### config.mk
export PLATFORM = sky130hd
export DESIGN_NAME = integer_array_sorter_top
export DESIGN_NICKNAME = d
export VERILOG_FILES = /design/src/hw/rtl/ias_pkg.sv /design/src/hw/rtl/ias_cell.sv /design/src/hw/rtl/integer_array_sorter_top.sv
export SDC_FILE = /design/constraint.sdc
export NUM_CORES = 2
export LEC_CHECK = 0
export BUFFER_PORTS_ARGS = -buffer_cell sky130_fd_sc_hd__clkbuf_2
export CAP_MARGIN = 30
export CORE_UTILIZATION = 42
export DETAILED_ROUTE_END_ITERATION = 8
export MAX_ROUTING_LAYER = met4
export PLACE_DENSITY = 0.65
export SLEW_MARGIN = 0
export SYNTH_ARGS = -nofsm -noshare
export SYNTH_HDL_FRONTEND = slang
export SYNTH_SLANG_ARGS = --single-unit
### constraint.sdc
create_clock -name clock -period 5.6 [get_ports clock]
set_input_delay 1.68 -clock clock [delete_from_list [all_inputs] [get_ports clock]]
set_output_delay 1.68 -clock clock [all_outputs]
set_load 0.01 [all_outputs]
### src/hw/rtl/ias_pkg.sv
// ias_pkg: shared types and constants for the integer array sorter.
// Used by ias_cell, integer_array_sorter_top and tb. No dependencies.

package ias_pkg;

   localparam int DEPTH      = 16;
   localparam int DATA_WIDTH = 32;
   localparam int CNT_W      = $clog2(DEPTH + 1);

   typedef logic signed [DATA_WIDTH-1:0] data_type;
   typedef logic [CNT_W-1:0]             count_type;

   typedef struct packed {
      data_type value;
      logic     last;
   } req_type;

   typedef struct packed {
      data_type sorted_value;
      logic     last_out;
      logic     overflow;
   } rsp_type;

   // per-cycle command broadcast to every cell
   typedef struct packed {
      logic insert;
      logic drain;
   } cell_ctl_type;

endpackage

### src/hw/rtl/ias_cell.sv
// ias_cell: one slot of the insertion sort chain.
// Depends on ias_pkg. Holds one value; shifts up on insert, down on drain.

module ias_cell
   import ias_pkg::*;
(
   input  logic         clock,
   input  cell_ctl_type ctl,
   input  data_type     new_value,
   input  logic         occupied,
   input  logic         prev_shift,
   input  data_type     prev_value,
   input  data_type     next_value,
   output data_type     value,
   output logic         shift
);

   data_type value_ff;
   data_type value_in;

   // an empty slot or a larger value makes room for the new one
   assign shift = !occupied || (new_value < value_ff);

   always_comb begin
      value_in = value_ff;
      if (ctl.insert && shift) begin
         value_in = prev_shift ? prev_value : new_value;
      end else if (ctl.drain) begin
         value_in = next_value;
      end
   end

   always_ff @(posedge clock) begin
      value_ff <= value_in;
   end

   assign value = value_ff;

endmodule

### src/hw/rtl/integer_array_sorter_top.sv
// integer_array_sorter_top: streaming ascending sorter built from a chain of ias_cell.
// Depends on ias_pkg and ias_cell.
//
//  channel  ports                    handshake
//  input    start, busy, req_data    beat taken when start && !busy
//  result   rsp_strobe, rsp_data     one strobe per beat, no back-pressure
//
// An element is inserted into the sorted cell chain in the cycle it is taken.
// A beat marked last starts the drain: busy stays high until the set is drained,
// and cell 0 is shifted out one value per cycle into the output register, so
// each of the n results of a set appears in the cycle after its value leaves
// cell 0. Elements beyond DEPTH are dropped.
// Reset clears the count, overflow flag, drain state and result strobe; cell contents
// and the result register are not reset. The receiver cannot stall.

module integer_array_sorter_top
   import ias_pkg::*;
(
   input  logic    clock,
   input  logic    reset,
   input  logic    start,
   output logic    busy,
   input  req_type req_data,
   output logic    rsp_strobe,
   output rsp_type rsp_data
);

   logic      cnt_full;
   logic      accept;
   count_type cnt_ff,      cnt_in;
   logic      overflow_ff, overflow_in;
   logic      drain_ff,    drain_in;
   logic      rsp_strobe_ff, rsp_strobe_in;
   rsp_type   rsp_ff,      rsp_in;

   cell_ctl_type ctl;
   data_type     cell_value [DEPTH];
   logic         cell_shift [DEPTH];

   assign accept   = start && !drain_ff;
   assign cnt_full = (cnt_ff == count_type'(DEPTH));

   assign ctl.insert = accept && !cnt_full;
   assign ctl.drain  = drain_ff;

   for (genvar i = 0; i < DEPTH; i++) begin : g_cell
      logic     occ;
      logic     p_shift;
      data_type p_value;
      data_type n_value;

      assign occ = count_type'(i) < cnt_ff;

      if (i == 0) begin : g_head
         assign p_shift = 1'b0;
         assign p_value = req_data.value;
      end else begin : g_body
         assign p_shift = cell_shift[i-1];
         assign p_value = cell_value[i-1];
      end

      if (i == DEPTH - 1) begin : g_tail
         assign n_value = '0;
      end else begin : g_mid
         assign n_value = cell_value[i+1];
      end

      ias_cell u_cell (
         .clock      (clock),
         .ctl        (ctl),
         .new_value  (req_data.value),
         .occupied   (occ),
         .prev_shift (p_shift),
         .prev_value (p_value),
         .next_value (n_value),
         .value      (cell_value[i]),
         .shift      (cell_shift[i])
      );
   end

   always_comb begin
      cnt_in        = cnt_ff;
      overflow_in   = overflow_ff;
      drain_in      = drain_ff;
      rsp_strobe_in = 1'b0;
      rsp_in        = rsp_ff;
      if (drain_ff) begin
         rsp_strobe_in       = 1'b1;
         rsp_in.sorted_value = cell_value[0];
         rsp_in.last_out     = (cnt_ff == count_type'(1));
         rsp_in.overflow     = overflow_ff;
         cnt_in              = cnt_ff - count_type'(1);
         if (cnt_ff == count_type'(1)) begin
            drain_in    = 1'b0;
            overflow_in = 1'b0;
         end
      end else if (accept) begin
         if (cnt_full) begin
            overflow_in = 1'b1;
         end else begin
            cnt_in = cnt_ff + count_type'(1);
         end
         drain_in = req_data.last;
      end
   end

   always_ff @(posedge clock) begin
      if (reset) begin
         cnt_ff        <= '0;
         overflow_ff   <= 1'b0;
         drain_ff      <= 1'b0;
         rsp_strobe_ff <= 1'b0;
      end else begin
         cnt_ff        <= cnt_in;
         overflow_ff   <= overflow_in;
         drain_ff      <= drain_in;
         rsp_strobe_ff <= rsp_strobe_in;
      end
      rsp_ff <= rsp_in;
   end

   assign busy       = drain_ff;
   assign rsp_strobe = rsp_strobe_ff;
   assign rsp_data   = rsp_ff;

   a_cnt_range: assert property (@(posedge clock) disable iff (reset)
      cnt_ff <= count_type'(DEPTH))
      else $error("element count beyond capacity");

   a_last_frees: assert property (@(posedge clock) disable iff (reset)
      rsp_strobe && rsp_data.last_out |-> !busy)
      else $error("still busy after final result");

   a_mid_busy: assert property (@(posedge clock) disable iff (reset)
      rsp_strobe && !rsp_data.last_out |-> busy)
      else $error("drain stopped before final result");

   a_last_drains: assert property (@(posedge clock) disable iff (reset)
      start && !busy && req_data.last |=> busy && cnt_ff != '0)
      else $error("set end did not start a drain");

endmodule

# After elaboration in Yosys (flattened, before gate mapping)
# Cells that the tools add are included.
# Widths: inputs -> output; s select.
word_totals:
  output_inout_bits: 36
  input_bits: 36
  ff_bits: 554
  wordCells: 191
op_classes:
  magnitude_cmp: 32
  mux: 58
  n_eq_ne: 4
  n_addsub: 2
  n_reduce_logical: 72
op_table:
  columns: ["op", "n"]
  rows:
  - ["$mux 32", 47]
  - ["$lt 32x32->1", 16]
  - ["$lt 4x5->1 const A", 8]
  - ["$reduce_bool 2->1", 18]
  - ["$lt 3x5->1 const A", 4]
  - ["$logic_and 1x1->1", 18]
  - ["$logic_not 1->1", 18]
  - ["$logic_or 1x1->1", 16]
  - ["$mux 5", 3]
  - ["$lt 1x5->1 const A", 2]
  - ["$lt 2x5->1 const A", 2]
  - ["$mux 1", 8]
  - ["$add 5x1->5 const B", 1]
  - ["$eq 5x1->1 const B", 1]
  - ["$eq 5x5->1 const B", 1]
  - ["$sub 5x1->5 const B", 1]
  - ["$ne 2x1->1 const B", 2]
  - ["$reduce_and 3->1", 1]
  - ["$reduce_and 2->1", 1]

# Depth between registers and ports, before layout
logic_depth:
  ltp_word: 5
  mapped_depth: 14
  ltp_nobuf: 10

# Hierarchy
# From an unflattened synthesis, not the netlist that was laid out.
unflattened:
  cells_unflattened: 3680
  hier_area_um2: 46079.2
modules_own_cells:
  columns: ["module", "cells_each", "area_each_um2", "n_inst", "seq_area_each_um2"]
  rows:
  - ["ias_cell", 223, 2777.7, 16, 960.9]
  - ["integer_array_sorter_top", 112, 1636.6, 1, 1181.1]

# Worst setup path after synthesis
# Ideal clock, no wire load.
synth_timing:
  path_kind: "input to register"
  from: "input req_data[30] (netlist name)"
  to: "register g_cell[0].u_cell.value_ff[0] (enable)"
  slack_ns: 0.793
  stages: 9
  setup_ns: 0.388
  required_time_ns: 5.212
  t_arrival_ns: 4.419
  n_path_buf: 1
  cell_sequence: "ha_1 > a21o_1 > a21o_1 > a221oi_1 > o211ai_1 > o311a_1 > nor2_1 > buf_2 > a21o_1"
synth_between:
  elab_chain_cells: 4
synth_rtl:
  columns: ["element", "line", "text"]
  rows:
  - ["start, declared", "integer_array_sorter_top.sv:23", "input req_type req_data,"]
  - ["$lt 32x32->1", "ias_cell.sv:22", "assign shift = !occupied || (new_value < value_ff);"]
  - ["$logic_or 1x1->1", "ias_cell.sv:22", null]
  - ["$logic_and 1x1->1", "ias_cell.sv:26", "if (ctl.insert && shift) begin"]
  - ["$reduce_bool 2->1 (no line)", null, null]
  - ["end signal, assigned", "ias_cell.sv:34", "value_ff <= value_in;"]
  - ["end, declared", "ias_cell.sv:18", "data_type value_ff;"]
# No other way between the ends.
# A chain may end at the register's enable or synchronous reset.

# Worst setup path in the final report
layout_timing:
  from: "input req_data[23] (netlist name)"
  to: "register g_cell[13].u_cell.value_ff[29] (data pin)"
layout_between:
  elab_chain_cells: 4
  word_cells_on_any_way: 7
  classes_between: "2 x order compare; 2 x mux; 3 x reduce/logical"
layout_rtl:
  columns: ["element", "line", "text"]
  rows:
  - ["$lt 32x32->1", "ias_cell.sv:22", null]
  - ["$logic_or 1x1->1", "ias_cell.sv:22", null]
  - ["$mux 32 / $logic_and 1x1->1 (equally long branches)", "ias_cell.sv:27, ias_cell.sv:26", null]
  - ["$mux 32 (*)", "ias_cell.sv:26", null]
  - ["net g_cell[13].u_cell.value_in[29]", "ias_cell.sv:19", "data_type value_in;"]
  - ["end signal, assigned", "ias_cell.sv:34", null]
  - ["end, declared", "ias_cell.sv:18", null]
# Mark *: on every way through the listed nets, which the timed path passes. The rest lies on a longest branch.

==> qor.yml <==
floorplanning:
  design.core.area_sq_um: 100000
  fp.dieW_microns: 320
  start_util_pct: 42.4
  dieHeight_microns: 320
  rows: 116
  num_io_pins: 72
  die_area_sq_um: 103000
timing:
  tightest_slew_ns: 0.930
  min_period_ns: 5.01
  setup_tns_ns: 0
  max-slew-margin-rel_pct: 38.0
  skew_ns: 0.0283
  clock.fmax_mhz: 200
  hold_ws_ns: 0.445
  post-route-period-util_pct: 89.5
  rsz0062_at_grt: "no"
  finalSetupViolations: 0
  hold_viol: 0
  drv_slew: 0
global_route:
  grt_pass1_vias: 33500
  grt_overflow: 0
  grt_max_degree: 72
  grt_pass1_wl_microns: 186000
  grtUsageTotal_pct: 23.1
  antenna_found_initial: 0
yosys:
  ys_types: 68
  synth.avg_cell_area_sq_um: 9.53
  synthAdderAreaFrac_pct: 14.7
  synth.area.mux_share_pct: 12.3
  syn-instance-count: 4464
  yosys_warnings: 0
  synth_ff_type: "edfxtp_1"
  synth_top_family_by_area: "adder cells"
  synth-compound-area-share_pct: 14.4
  ys_seq_area_share_pct: 38.9
  synth-xor-area-share_pct: 0.103
  ys_ff_latch: 554
  netlist_area_sq_um: 42600
  synth_simple_gate_area_share_pct: 12.4
  syn-num-nets: 4999
  async_flop_share_pct: 0
  synth_edf_count: 546
worst_setup_path:
  cp.arrival_ns: 5.37
  path_max_fanout: 15
  path_class: "in -> reg"
  critPathTopFamily: "simple AND/OR/NAND/NOR gates"
  path_cells: "clkbuf_2 > buf_4 > ha_1 > nand4_1 > nor4_1 > nand3_1 > a21oi_1 > o31ai_1 > a21oi_4 > buf_4 > mux2i_1 > mux2i_1"
  max_stage_delay_ns: 0.68
  endpoint_kind: "flip-flop"
  critical_path.startpoint_type: "primary input"
  path_buf_inv: 3
  cp_slowest_cell: "nor4_1"
  required_ns: 5.96
routing:
  drt_wl_total_microns: 117000
  avgRoutedWirePerCell_microns: 19.9
  detail-route-antenna-nets: 0
  dr_total_vias: 34000
  first_pass_iters: 6
  vias_per_cell: 5.76
  drc: 0
  first_iter_violations: 2449
outcome:
  run_status: "completed"
finish:
  finalInstanceArea_sq_um: 47300
  layout-drive-gt1-share_pct: 10.2
  fin_cells: 5896
  final_cell_mix: "546 x edfxtp_1, 513 x inv_1, 497 x ha_1, 469 x mux2i_1, 388 x a21oi_1"
  nets: 5029
  regArea_sq_um: 16600
  diodes: 0
  syn2layout_area_growth_pct: 11.2
  multi_input_area_sq_um: 23100
  fillers: 9388
  layout_commonest_cell: "edfxtp_1"
placed_design:
  placed_cells: 5782
  hpwl_microns: 88100
  gp_congestion: 0.904
  numPortBuffers: 71
  placed_area_sq_um: 45300
clocking:
  cts_num_sinks: 554
  cts_buffers: 66
  cts-root-buf: "clkbuf_16"
  clock_latency_ns: 0.63
  cts_max_path_buffers: 3
  cts.clk_slew.worst_paths_ns: 0.06
  h-tree-depth: 3
  ctsHoldBuffers: 0
  postCtsSetupRepairBufs: 0
  cts_tree: "built"
  post_cts_resized: 0
power:
  p_leak_uw: 0.0216
  power_density_nw_per_um2: 437
  peakVddDrop_mv: 0.198
flow_run:
  max-cap-violations: 0
hold_path:
  hp-class: "reg -> reg"
[worst reg2reg max path, cell delays in order (launching register included)]
cell	delay, ns
edfxtp_1	0.60
inv_1	0.10
ha_1	0.33
nand4_1	0.32
or4_1	0.60
o32ai_1	0.38
o21ai_1	0.19
and3_1	0.23
or3_1	0.53
buf_4	0.26
a221oi_1	0.35
mux2i_1	0.13
[synth_stat cells (77+ instances only)]
cell type / count / area, sq um
nand2_1: 386 / 1450
a221oi_1: 77 / 674
o21ai_0: 132 / 661
edfxtp_1: 546 / 16400
ha_1: 499 / 6240
nand4_1: 91 / 569
nor2_1: 280 / 1050
mux2i_1: 471 / 4710
inv_1: 513 / 1930
a21oi_1: 391 / 1960
clkbuf_1: 220 / 826
a31oi_1: 77 / 482
[stage by stage]
| step | setup slack, ns | utilization [%] | power [uW] |
|---|---|---|---|
| final | 0.590 | 47.2 | 20700 |
| after global routing | 0.474 | 47.2 | 22100 |
| after CTS | 0.682 | 47.2 | 20700 |
| after detailed placement | 0.0405 | 45.2 | 16400 |
| after global placement | 0.0327 | 45.2 | 16100 |
| after floorplan | 0.793 | - | 13600 |
[final timing paths]
kind	from	end	slack, ns	cells past startpoint
setup / recovery	req_data[23]	g_cell[13].u_cell.value[29]	0.59	12
hold / removal	overflow_ff	rsp_data[0]	0.45	0
setup reg to reg	g_cell[5].u_cell.value[11]	g_cell[6].u_cell.value[10]	1.33	11
hold reg to reg	overflow_ff	rsp_data[0]	0.45	0
[cell families (layout without fill, tap and decap cells)]
logic type,Yosys count,after routing
flops,554,554
fa+ha+maj,499,499
xor+xnor,5,5
mux,516,516
simple gates,1105,1105
buf+inv,805,880
compound gates,980,980
[registers in the layout (all words and copies together), names as in the netlist]
signal	cells
g_cell.u_cell.value	512
rsp_data	34
cnt_ff	5
busy	1
overflow_ff	1
rsp_strobe	1
[routing by layer]
layer	part of all wire, %	track usage, %	wire (microns)
met1	44	30.0	52100
met4	3.1	7.93	3590
met2	48	37.9	56400
met3	4.7	2.13	5470
met5	0	-	0
[area by class of cell]
cell class | instances | share of cell area [%]
Sequential cell | 554 | 35.0
Tap cell | 1357 | 3.59
Multi-Input combinational cell | 3105 | 48.9
Timing Repair Buffer | 254 | 4.24
Inverter | 513 | 4.07
Clock buffer | 84 | 3.83
Clock inverter | 29 | 0.397
[where the power goes]
group | internal [uW] | leakage [uW] | switching [uW]
logic | 3580 | 0.0152 | 5270
clock network | 2370 | 0.000987 | 1820
registers | 6520 | 0.00536 | 1130
Power figures use the tool's default switching activity.
